**src/hw/rtl/tsg_pkg.sv**
```systemverilog
// ----------------------------------------------------------------------------
// tsg_pkg
// Shared types, constants and the blend function of the trilinear sampler.
// ----------------------------------------------------------------------------
package tsg_pkg;

    localparam int MAX_DIM_DEFAULT = 32;
    localparam int SIZE_W          = 6;
    localparam int ORG_W           = 16;
    localparam int VAL_W           = 32;
    localparam int FRAC_W          = 16;
    localparam int ADDR_W          = 15;
    localparam int STORE_DEPTH     = 1 << ADDR_W;
    localparam int CFG_IDX_W       = 3;
    localparam int CFG_DATA_W      = 16;

    localparam logic OP_LOAD  = 1'b0;
    localparam logic OP_QUERY = 1'b1;

    localparam logic [CFG_IDX_W-1:0] REG_SIZE_X   = 3'd0;
    localparam logic [CFG_IDX_W-1:0] REG_SIZE_Y   = 3'd1;
    localparam logic [CFG_IDX_W-1:0] REG_SIZE_Z   = 3'd2;
    localparam logic [CFG_IDX_W-1:0] REG_ORIGIN_X = 3'd3;
    localparam logic [CFG_IDX_W-1:0] REG_ORIGIN_Y = 3'd4;
    localparam logic [CFG_IDX_W-1:0] REG_ORIGIN_Z = 3'd5;

    localparam logic signed [VAL_W-1:0] EMPTY_DISTANCE = 32'sh7FFF_FFFF;

    typedef struct packed {
        logic                     operation;
        logic [ADDR_W-1:0]        voxel_index;
        logic signed [VAL_W-1:0]  voxel_value;
        logic signed [VAL_W-1:0]  point_x;
        logic signed [VAL_W-1:0]  point_y;
        logic signed [VAL_W-1:0]  point_z;
    } item_t;

    typedef struct packed {
        logic signed [VAL_W-1:0]  distance;
        logic                     empty_grid;
    } result_t;

    typedef struct packed {
        logic [SIZE_W-1:0] lo;
        logic [SIZE_W-1:0] hi;
        logic [FRAC_W-1:0] frac;
    } axis_t;

    // a + floor(((b - a) * f + 2^15) / 2^16)
    function automatic logic signed [VAL_W-1:0] blend(
        input logic signed [VAL_W-1:0] a,
        input logic signed [VAL_W-1:0] b,
        input logic [FRAC_W-1:0]       f
    );
        logic signed [VAL_W:0]          diff;
        logic signed [VAL_W+FRAC_W+1:0] prod;
        logic signed [VAL_W+FRAC_W+1:0] sh;
        diff = (VAL_W+1)'(b) - (VAL_W+1)'(a);
        prod = (VAL_W+FRAC_W+2)'(diff) * (VAL_W+FRAC_W+2)'($signed({1'b0, f}));
        sh   = (prod + (VAL_W+FRAC_W+2)'(32768)) >>> FRAC_W;
        return a + sh[VAL_W-1:0];
    endfunction

endpackage

```
**src/hw/rtl/tsg_axis.sv**
```systemverilog
// ----------------------------------------------------------------------------
// tsg_axis
// One axis: origin offset, clamp to the grid, lower/upper corner, fraction.
// ----------------------------------------------------------------------------
module tsg_axis (
    input  logic signed [tsg_pkg::VAL_W-1:0] point,
    input  logic signed [tsg_pkg::ORG_W-1:0] origin,
    input  logic [tsg_pkg::SIZE_W-1:0]       size,
    output tsg_pkg::axis_t                   axis
);
    import tsg_pkg::*;

    localparam int D_W = VAL_W + 2;
    localparam int C_W = SIZE_W + FRAC_W;

    logic signed [D_W-1:0] d;
    logic signed [D_W-1:0] top;
    logic [C_W-1:0]        clamped;
    logic [SIZE_W:0]       lo_inc;
    logic [SIZE_W-1:0]     size_m1;

    always_comb
    begin
        size_m1 = size - SIZE_W'(1);
        d       = D_W'(point) - (D_W'(origin) <<< FRAC_W);
        top     = D_W'($signed({1'b0, size_m1, {FRAC_W{1'b0}}}));
        if (d < 0)
        begin
            clamped = '0;
        end
        else if (d > top)
        begin
            clamped = top[C_W-1:0];
        end
        else
        begin
            clamped = d[C_W-1:0];
        end
        axis.lo   = clamped[C_W-1:FRAC_W];
        axis.frac = clamped[FRAC_W-1:0];
        lo_inc    = {1'b0, axis.lo} + (SIZE_W+1)'(1);
        axis.hi   = (lo_inc < {1'b0, size}) ? lo_inc[SIZE_W-1:0] : size_m1;
    end
endmodule

```
**config.mk**
```make
export PLATFORM = sky130hd
export DESIGN_NAME = tsg_axis
export DESIGN_NICKNAME = d
export VERILOG_FILES = /design/src/hw/rtl/tsg_pkg.sv /design/src/hw/rtl/tsg_axis.sv
export SDC_FILE = /design/constraint.sdc
export NUM_CORES = 1
export LEC_CHECK = 0
export BUFFER_PORTS_ARGS = -buffer_cell sky130_fd_sc_hd__buf_2
export CAP_MARGIN = 20
export CORE_MARGIN = 3
export CORE_UTILIZATION = 38
export DETAILED_ROUTE_END_ITERATION = 12
export GPL_TIMING_DRIVEN = 0
export PLACE_DENSITY = 0.7
export REMOVE_ABC_BUFFERS = 1
export SYNTH_ARGS = -nofsm -noshare
export SYNTH_HDL_FRONTEND = slang
export SYNTH_SLANG_ARGS = --single-unit
```
**constraint.sdc**
```tcl
create_clock -name vclk -period 17.25
set_input_delay 4.3125 -clock vclk [all_inputs]
set_output_delay 4.3125 -clock vclk [all_outputs]
set_load 0.01 [all_outputs]
```
== Word-level counts from Yosys, hierarchy flattened ==
Index checks and enable logic that the tools add are counted.

* Output and inout bits: 28
* Bits in registers: 0

* $lt $le $gt $ge: 3
* Add/sub/neg operators: 3
* Multiplexer cells: 3

{| class="wikitable"
|+ Operators with widths
! cell !! number
|-
| 22-bit 2-to-1 mux || 2
|-
| 33-bit by 23-bit greater-than comparator with 1-bit output || 1
|-
| 33-bit by 1-bit < comparator with 1-bit output, second input constant || 1
|-
| 32-bit by 32-bit subtractor with 33-bit output || 1
|-
| 6-bit by 1-bit adder with 7-bit output, second input constant || 1
|-
| 7-bit by 6-bit < comparator with 1-bit output || 1
|-
| 6-bit 2-to-1 mux || 1
|-
| 6-bit by 1-bit subtractor with 6-bit output, second input constant || 1
|}

== Logic depth before layout (Yosys ltp) ==
Gate-level depths: netlist (run 1).

* Depth in word-level cells: 7
* Depth in mapped cells: 32
* Depth with buffers taken out: 30

== Worst setup path after synthesis (run 1) ==
Ideal clock, no wire load.

* Path type: input to output
* From: input point[16] in the netlist's numbering
* To: output axis[19] in the netlist's numbering
* Buffers on the path: 2
* Data arrival time: 9.785 ns
* Path slack: 3.152 ns
* Cell stages on the path: 30
* Required time: 12.937 ns
* Cells stage by stage: inv_1 ha_1 fa_1 nand2b_1 nand2b_1 a21oi_1 xnor2_1 ha_1 nand4_1 nor2_1 a2111o_1 o211ai_1 o2111ai_2 nor4_4 buf_6 clkbuf_1 nor2_1 a21oi_1 nor2_1 ha_1 and3_1 xnor2_1 a211oi_2 ha_1 o21ai_0 nand2b_1 a21oi_1 nand3_1 o21ai_2 mux2_1

{| class="wikitable"
|+ RTL lines
! item !! RTL line !! source
|-
| start: declaration || tsg_axis.sv:6 || <nowiki>input logic signed [tsg_pkg::VAL_W-1:0] point,</nowiki>
|-
| end: declaration || tsg_axis.sv:9 || <nowiki>output tsg_pkg::axis_t axis</nowiki>
|}

==> impl_metrics.sql, run 1 <==
INSERT INTO impl_metrics (metric_group, metric, value, unit) VALUES
('cts', 'cts.repair_timing.setup_buffer_count', '0', ''),
('timing', 'period_needed', '15200', 'ps'),
('layout', 'seq_cell_count', '0', ''),
('timing', 'setup-violations-final', '0', ''),
('drt', 'drt-total-wl', '5290', 'um'),
('drt', 'route.detailed.wl_per_inst', '12.9', 'um'),
('placement', 'detailedPlacementHpwl', '4550', 'um'),
('worst_setup_path', 'cp_common_cell', 'ha_1', ''),
('floorplanning', 'dieArea', '5780', 'um2'),
('floorplanning', 'die_x', '76.0', 'um'),
('layout', 'antenna-diode-count', '0', ''),
('synth', 'syn-mean-instance-area', '6.96', 'um2'),
('synth', 'syn-instance-count', '268', ''),
('layout', 'ff_latch_area', '0', 'um2'),
('power', 'maximum_vdd_drop', '0.0000169', 'V'),
('floorplanning', 'placeableCoreArea', '4530', 'um2'),
('global_route', 'antenna_found_initial', '0', ''),
('worst_hold_path', 'hold_path_startpoint', 'point[0]', ''),
('layout', 'fraction_of_layout_cells_with_a_size_suffix_above_1', '0.277', ''),
('drt', 'detail_route.iter0.violations', '112', ''),
('drt', 'detailroute.via_count', '2183', ''),
('cts', 'cts_hold_buffers', '0', ''),
('outcome', 'status', 'complete, no violations', ''),
('worst_setup_path', 'crit_path_top_delay_cell', 'nor4_4', ''),
('layout', 'n_clock_buffer', '0', ''),
('synth', 'post_synth_num_cell_types', '51', ''),
('worst_setup_path', 'crit_arrival', '10890', 'ps'),
('global_route', 'global_route_wire_length_before_repair', '9200', 'um'),
('timing', 'setup_ws', '2050', 'ps'),
('timing', 'maxClockFrequency', '65.8', 'MHz'),
('global_route', 'grt_start_max_net_pins', '22', ''),
('floorplanning', 'floorplan.initialDensity', '0.411', ''),
('power', 'static-leakage-power', '1.29', 'nW'),
('timing', 'timing.final.max_slew_violations', '0', ''),
('timing', 'fin_setup_tns', '0', 'ps'),
('timing', 'fin_worst_hold_slack', '8950', 'ps'),
('global_route', 'grtUsageTotal', '0.178', ''),
('drt', 'detailedRoute.firstPassIterationCount', '5', ''),
('drt', 'remaining_drc_errors', '0', ''),
('drt', 'antenna_violating_nets_post_route', '0', ''),
('worst_hold_path', 'worstHoldEndpoint', 'axis[0]', ''),
('placement', 'port_buffers', '82', ''),
('worst_setup_path', 'timing.critical_path.buf_inv', '3', ''),
('placement', 'gp_congestion', '0.901', ''),
('layout', 'synthToLayoutAreaGrowth', '25.6', '%'),
('worst_setup_path', 'critPathMaxFanout', '14', ''),
('timing', 'final-hold-violation-count', '0', ''),
('worst_setup_path', 'crit_path_max_incr_delay', '770', 'ps'),
('timing', 'worst-slew-pin-transition', '825', 'ps'),
('synth', 'synth.yosys.seq_area_share', '0', ''),
('timing', 'rsz0062_at_grt', 'false', ''),
('layout', 'n_fill_cell', '463', ''),
('global_route', 'first_global_vias', '2105', ''),
('floorplanning', 'num_rows', '24', ''),
('synth', 'synthesis.area', '1860', 'um2'),
('floorplanning', 'die-height', '76.0', 'um'),
('synth', 'ys.warnings.count', '0', ''),
('placement', 'preCtsSetupSlack', '2080', 'ps'),
('power', 'power-per-cell-area', '38.4', 'nW/um2'),
('worst_setup_path', 'cp_top_family', 'simple AND/OR/NAND/NOR gates', ''),
('worst_setup_path', 'startpoint_type_of_the_worst_setup_path', 'input pin', ''),
('timing', 'slew_headroom', '0.446', ''),
('timing', 'finalCritPeriodShare', '0.881', ''),
('cts', 'cts_repair_resize_count', '0', ''),
('worst_setup_path', 'required_time_of_the_critical_path', '12940', 'ps'),
('worst_hold_path', 'min_delay_path_depth', '3', ''),
('layout', 'finish.net_count', '432', ''),
('worst_setup_path', 'critical_path.endpoint_type', 'primary output', ''),
('global_route', 'grt_overflow_total', '0', ''),
('drt', 'drt-vias-per-instance', '5.31', ''),
('worst_hold_path', 'hold_path.class', 'in2out', ''),
('worst_setup_path', 'criticalPathCategory', 'in2out', ''),
('run', 'max-cap-violations', '0', ''),
('floorplanning', 'boundaryPins', '82', '');
==> logic make-up (layout without fill, tap and decap cells) <==
| group | after synthesis | after routing | share of synthesized area |
|---|---|---|---|
| AO/OA/AOI/OAI | 66 | 66 | 0.254 |
| XOR/XNOR | 16 | 16 | 0.0752 |
| adder cells (fa/ha/maj) | 30 | 30 | 0.205 |
| buffers and inverters | 36 | 114 | 0.0765 |
| multiplexers | 12 | 12 | 0.0691 |
| AND/OR/NAND/NOR | 108 | 108 | 0.320 |
==> cell usage after synthesis (2+ instances only) <==
cell | instances | area share
ha_1 | 29 | 0.19
o211ai_1 | 5 | 0.020
nor2_1 | 19 | 0.038
a221o_1 | 2 | 0.011
nand2b_1 | 8 | 0.027
o211a_1 | 2 | 0.011
a211oi_1 | 2 | 0.0081
a21oi_1 | 24 | 0.064
o21ai_1 | 2 | 0.0054
nand3_1 | 8 | 0.021
or2_2 | 2 | 0.0067
mux2_1 | 2 | 0.012
o21a_1 | 4 | 0.016
mux2i_1 | 8 | 0.043
and3_1 | 22 | 0.074
inv_1 | 31 | 0.062
xnor2_1 | 11 | 0.052
nor4_1 | 4 | 0.013
xor2_1 | 5 | 0.023
or3_1 | 3 | 0.010
clkbuf_1 | 4 | 0.0081
nor3_1 | 7 | 0.019
nand4_1 | 5 | 0.017
a21o_1 | 3 | 0.012
nor2b_1 | 3 | 0.010
o21ai_2 | 2 | 0.0094
o21ai_0 | 8 | 0.021
nand2_1 | 17 | 0.034
nor4b_1 | 2 | 0.0094
and2_1 | 3 | 0.010
==> stage by stage <==
stage	instance area (um2)	total power (W)	util	std cells
CTS	2340	0.0000901	0.516	411
floorplan	1840	0.0000635	-	263
finish	2340	0.0000900	0.516	411
global placement	2330	0.0000876	0.514	410
detailed placement	2340	0.0000897	0.516	411
global route	2340	0.000101	0.516	411
==> report_power, final <==
group / leakage [nW] / total (W) / switching, W / internal, W
clock: 0 / 0 / 0 / 0
combinational: 1.29 / 0.0000900 / 0.0000511 / 0.0000389
sequential: 0 / 0 / 0 / 0
==> how the worst max path moves through the flow <==
| stage | start | end | slack, ps | cells after the start |
|---|---|---|---|---|
| floorplan | point[16] | axis[19] | 2640 | 29 |
| global placement | point[16] | axis[20] | 1520 | 30 |
| detailed placement | point[16] | axis[20] | 2080 | 30 |
| CTS | point[16] | axis[20] | 2060 | 30 |
| global route | point[16] | axis[20] | 1360 | 30 |
| finish | point[16] | axis[20] | 2050 | 30 |
==> area by class of cell <==
class	count	area [um2]	share of cell area
inverter	31	116	0.0497
timing repair buffer	83	422	0.180
multi-input combinational	232	1720	0.735
tap	65	81.3	0.0347
==> routing by layer <==
metal | vias to the layer above | track usage | wire length [um]
li1 | 1138 | - | -
met1 | 987 | 0.241 | 2530
met2 | 56 | 0.319 | 2520
met3 | 2 | 0.0130 | 232
met4 | 0 | 0.0145 | 8
met5 | - | 0 | 0
==> placed cells by master, fill, tap and decap left out, types with 4 or more instances in the layout <==
cell type,count
nand4_1,5
inv_1,31
nor4_1,4
o21ai_0,8
nand2_1,17
a21oi_1,24
o21a_1,4
xnor2_1,11
o211ai_1,5
ha_1,29
xor2_1,5
mux2i_1,8
and3_1,22
nand3_1,8
nor3_1,7
nor2_1,19
buf_2,82
nand2b_1,8
Power figures use the tool's default switching activity.
==> inputs of run 2 (changes only) <==
Settings changed: CORE_UTILIZATION 38 to 50, PLACE_DENSITY 0.7 to 0.88.
==> impl_metrics.sql, run 2 (synthesis gave the netlist of run 1 again) <==
INSERT INTO impl_metrics (metric_group, metric, value, unit) VALUES
('drt', 'remaining_drc_errors', '0', ''),
('worst_setup_path', 'cp_top_family', 'simple AND/OR/NAND/NOR gates', ''),
('power', 'power_frac_clock', '0', ''),
('cts', 'cts_repair_resize_count', '0', ''),
('timing', 'fin_setup_tns', '0', 'ps'),
('drt', 'detailroute.via_count', '2246', ''),
('timing', 'setup-violations-final', '0', ''),
('global_route', 'use_met2', '0.422', ''),
('timing', 'finalCritPeriodShare', '0.873', ''),
('drt', 'antenna_violating_nets_post_route', '0', ''),
('global_route', 'global_route_wire_length_before_repair', '8320', 'um'),
('placement', 'preCtsSetupSlack', '2220', 'ps'),
('layout', 'mostFrequentLayoutCell', 'buf_2', ''),
('worst_setup_path', 'required_time_of_the_critical_path', '12940', 'ps'),
('timing', 'period_needed', '15060', 'ps'),
('floorplanning', 'placeableCoreArea', '3470', 'um2'),
('global_route', 'first_global_vias', '2080', ''),
('floorplanning', 'die_x', '67.1', 'um'),
('timing', 'setup_ws', '2190', 'ps'),
('drt', 'drt-total-wl', '5020', 'um'),
('drt', 'route.detailed.wl_per_inst', '12.8', 'um'),
('floorplanning', 'dieArea', '4500', 'um2'),
('timing', 'worst-slew-pin-transition', '694', 'ps'),
('worst_setup_path', 'crit_path_top_delay_cell', 'nor4_4', ''),
('worst_setup_path', 'timing.critical_path.buf_inv', '4', ''),
('floorplanning', 'num_rows', '21', ''),
('global_route', 'grt_start_max_net_pins', '22', ''),
('layout', 'finish.net_count', '432', ''),
('timing', 'maxClockFrequency', '66.4', 'MHz'),
('layout', 'ff_latch_area', '0', 'um2'),
('timing', 'slew_headroom', '0.534', ''),
('floorplanning', 'boundaryPins', '82', ''),
('global_route', 'antenna_found_initial', '0', ''),
('worst_hold_path', 'hold_path.class', 'in2out', ''),
('placement', 'port_buffers', '82', ''),
('worst_setup_path', 'startpoint_type_of_the_worst_setup_path', 'input pin', ''),
('placement', 'detailedPlacementHpwl', '4370', 'um'),
('worst_setup_path', 'criticalPathCategory', 'in2out', ''),
('global_route', 'grt_overflow_total', '0', ''),
('layout', 'most-common-layout-cells', '82 x buf_2, 31 x inv_1, 29 x ha_1', ''),
('layout', 'final_cell_count_no_fill', '392', ''),
('worst_setup_path', 'cp_common_cell', 'ha_1', ''),
('power', 'power-per-cell-area', '38.3', 'nW/um2'),
('floorplanning', 'die-height', '67.1', 'um'),
('global_route', 'grtUsageTotal', '0.226', ''),
('layout', 'fraction_of_layout_cells_with_a_size_suffix_above_1', '0.277', ''),
('worst_setup_path', 'critical_path.endpoint_type', 'primary output', ''),
('timing', 'rsz0062_at_grt', 'false', ''),
('power', 'power.sequential.fraction', '0', ''),
('layout', 'finalCoreUtilization', '0.669', ''),
('worst_setup_path', 'critPathMaxFanout', '17', ''),
('power', 'maximum_vdd_drop', '0.0000182', 'V'),
('power', 'net_load_switching_power', '0.0000499', 'W'),
('power', 'combPwrFrac', '1.000', ''),
('global_route', 'grt_util_met3', '0.0118', ''),
('drt', 'detail_route.iter0.violations', '145', ''),
('power', 'static-leakage-power', '1.30', 'nW'),
('power', 'design_power_total', '0.0000889', 'W'),
('power', 'power.switching_fraction', '0.562', ''),
('floorplanning', 'floorplan.initialDensity', '0.538', ''),
('outcome', 'status', 'complete, no violations', ''),
('cts', 'cts_hold_buffers', '0', ''),
('placement', 'gp_congestion', '0.876', ''),
('worst_setup_path', 'crit_arrival', '10750', 'ps'),
('global_route', 'globalRoute.busiestLayer', 'met2', ''),
('cts', 'cts.repair_timing.setup_buffer_count', '0', ''),
('power', 'internal_power_summed_over_all_cells', '0.0000389', 'W'),
('run', 'max-cap-violations', '0', ''),
('global_route', 'grt_use_met1', '0.290', ''),
('timing', 'final-hold-violation-count', '0', ''),
('drt', 'detailedRoute.firstPassIterationCount', '4', ''),
('worst_setup_path', 'crit_path_max_incr_delay', '670', 'ps'),
('layout', 'synthToLayoutAreaGrowth', '24.5', '%'),
('drt', 'drt-vias-per-instance', '5.73', ''),
('layout', 'antenna-diode-count', '0', ''),
('layout', 'n_clock_buffer', '0', ''),
('placement', 'post-place-cells', '392', ''),
('layout', 'seq_cell_count', '0', ''),
('timing', 'timing.final.max_slew_violations', '0', '');
## run 2: cell counts in the layout (fill, tap and decap cells not counted)
No cell type changed its count.
## run 2: layer usage
layer	up-vias	part of all wire
li1	1142	-
met1	1001	0.45
met2	101	0.46
met3	2	0.085
met4	0	0.0034
met5	-	0
## run 2: tightest hold or removal path: stages
cell    delay [ps]
buf_2           80
and3_1         130
buf_2          120
## run 2: final cells by class
class	instances	area [um2]
multi-input cells	232	1720
well taps	46	57.6
inverters	31	116
fillers	323	1150
repair buffers	83	425
## run 2: final timing paths
check,slack [ps],depth (start not counted),end,from
worst max-delay path,2190,31,axis[20],point[16]
worst min-delay path,8960,3,axis[6],point[6]
## run 2: power by group through the flow
stage          logic [W]  clock network (W)  registers [W]
6_report       0.0000889                  0              0
5_1_grt        0.0000999                  0              0
4_1_cts        0.0000886                  0              0
3_5_place_dp   0.0000883                  0              0
3_3_place_gp   0.0000861                  0              0
2_1_floorplan  0.0000635                  0              0
## run 2: through the flow
step                hold slack [ps]  instance area [um2]
floorplan                      8710                 1840
global placement               8950                 2310
detailed placement             8960                 2320
CTS                            8960                 2320
global route                   8980                 2320
finish                         8960                 2320
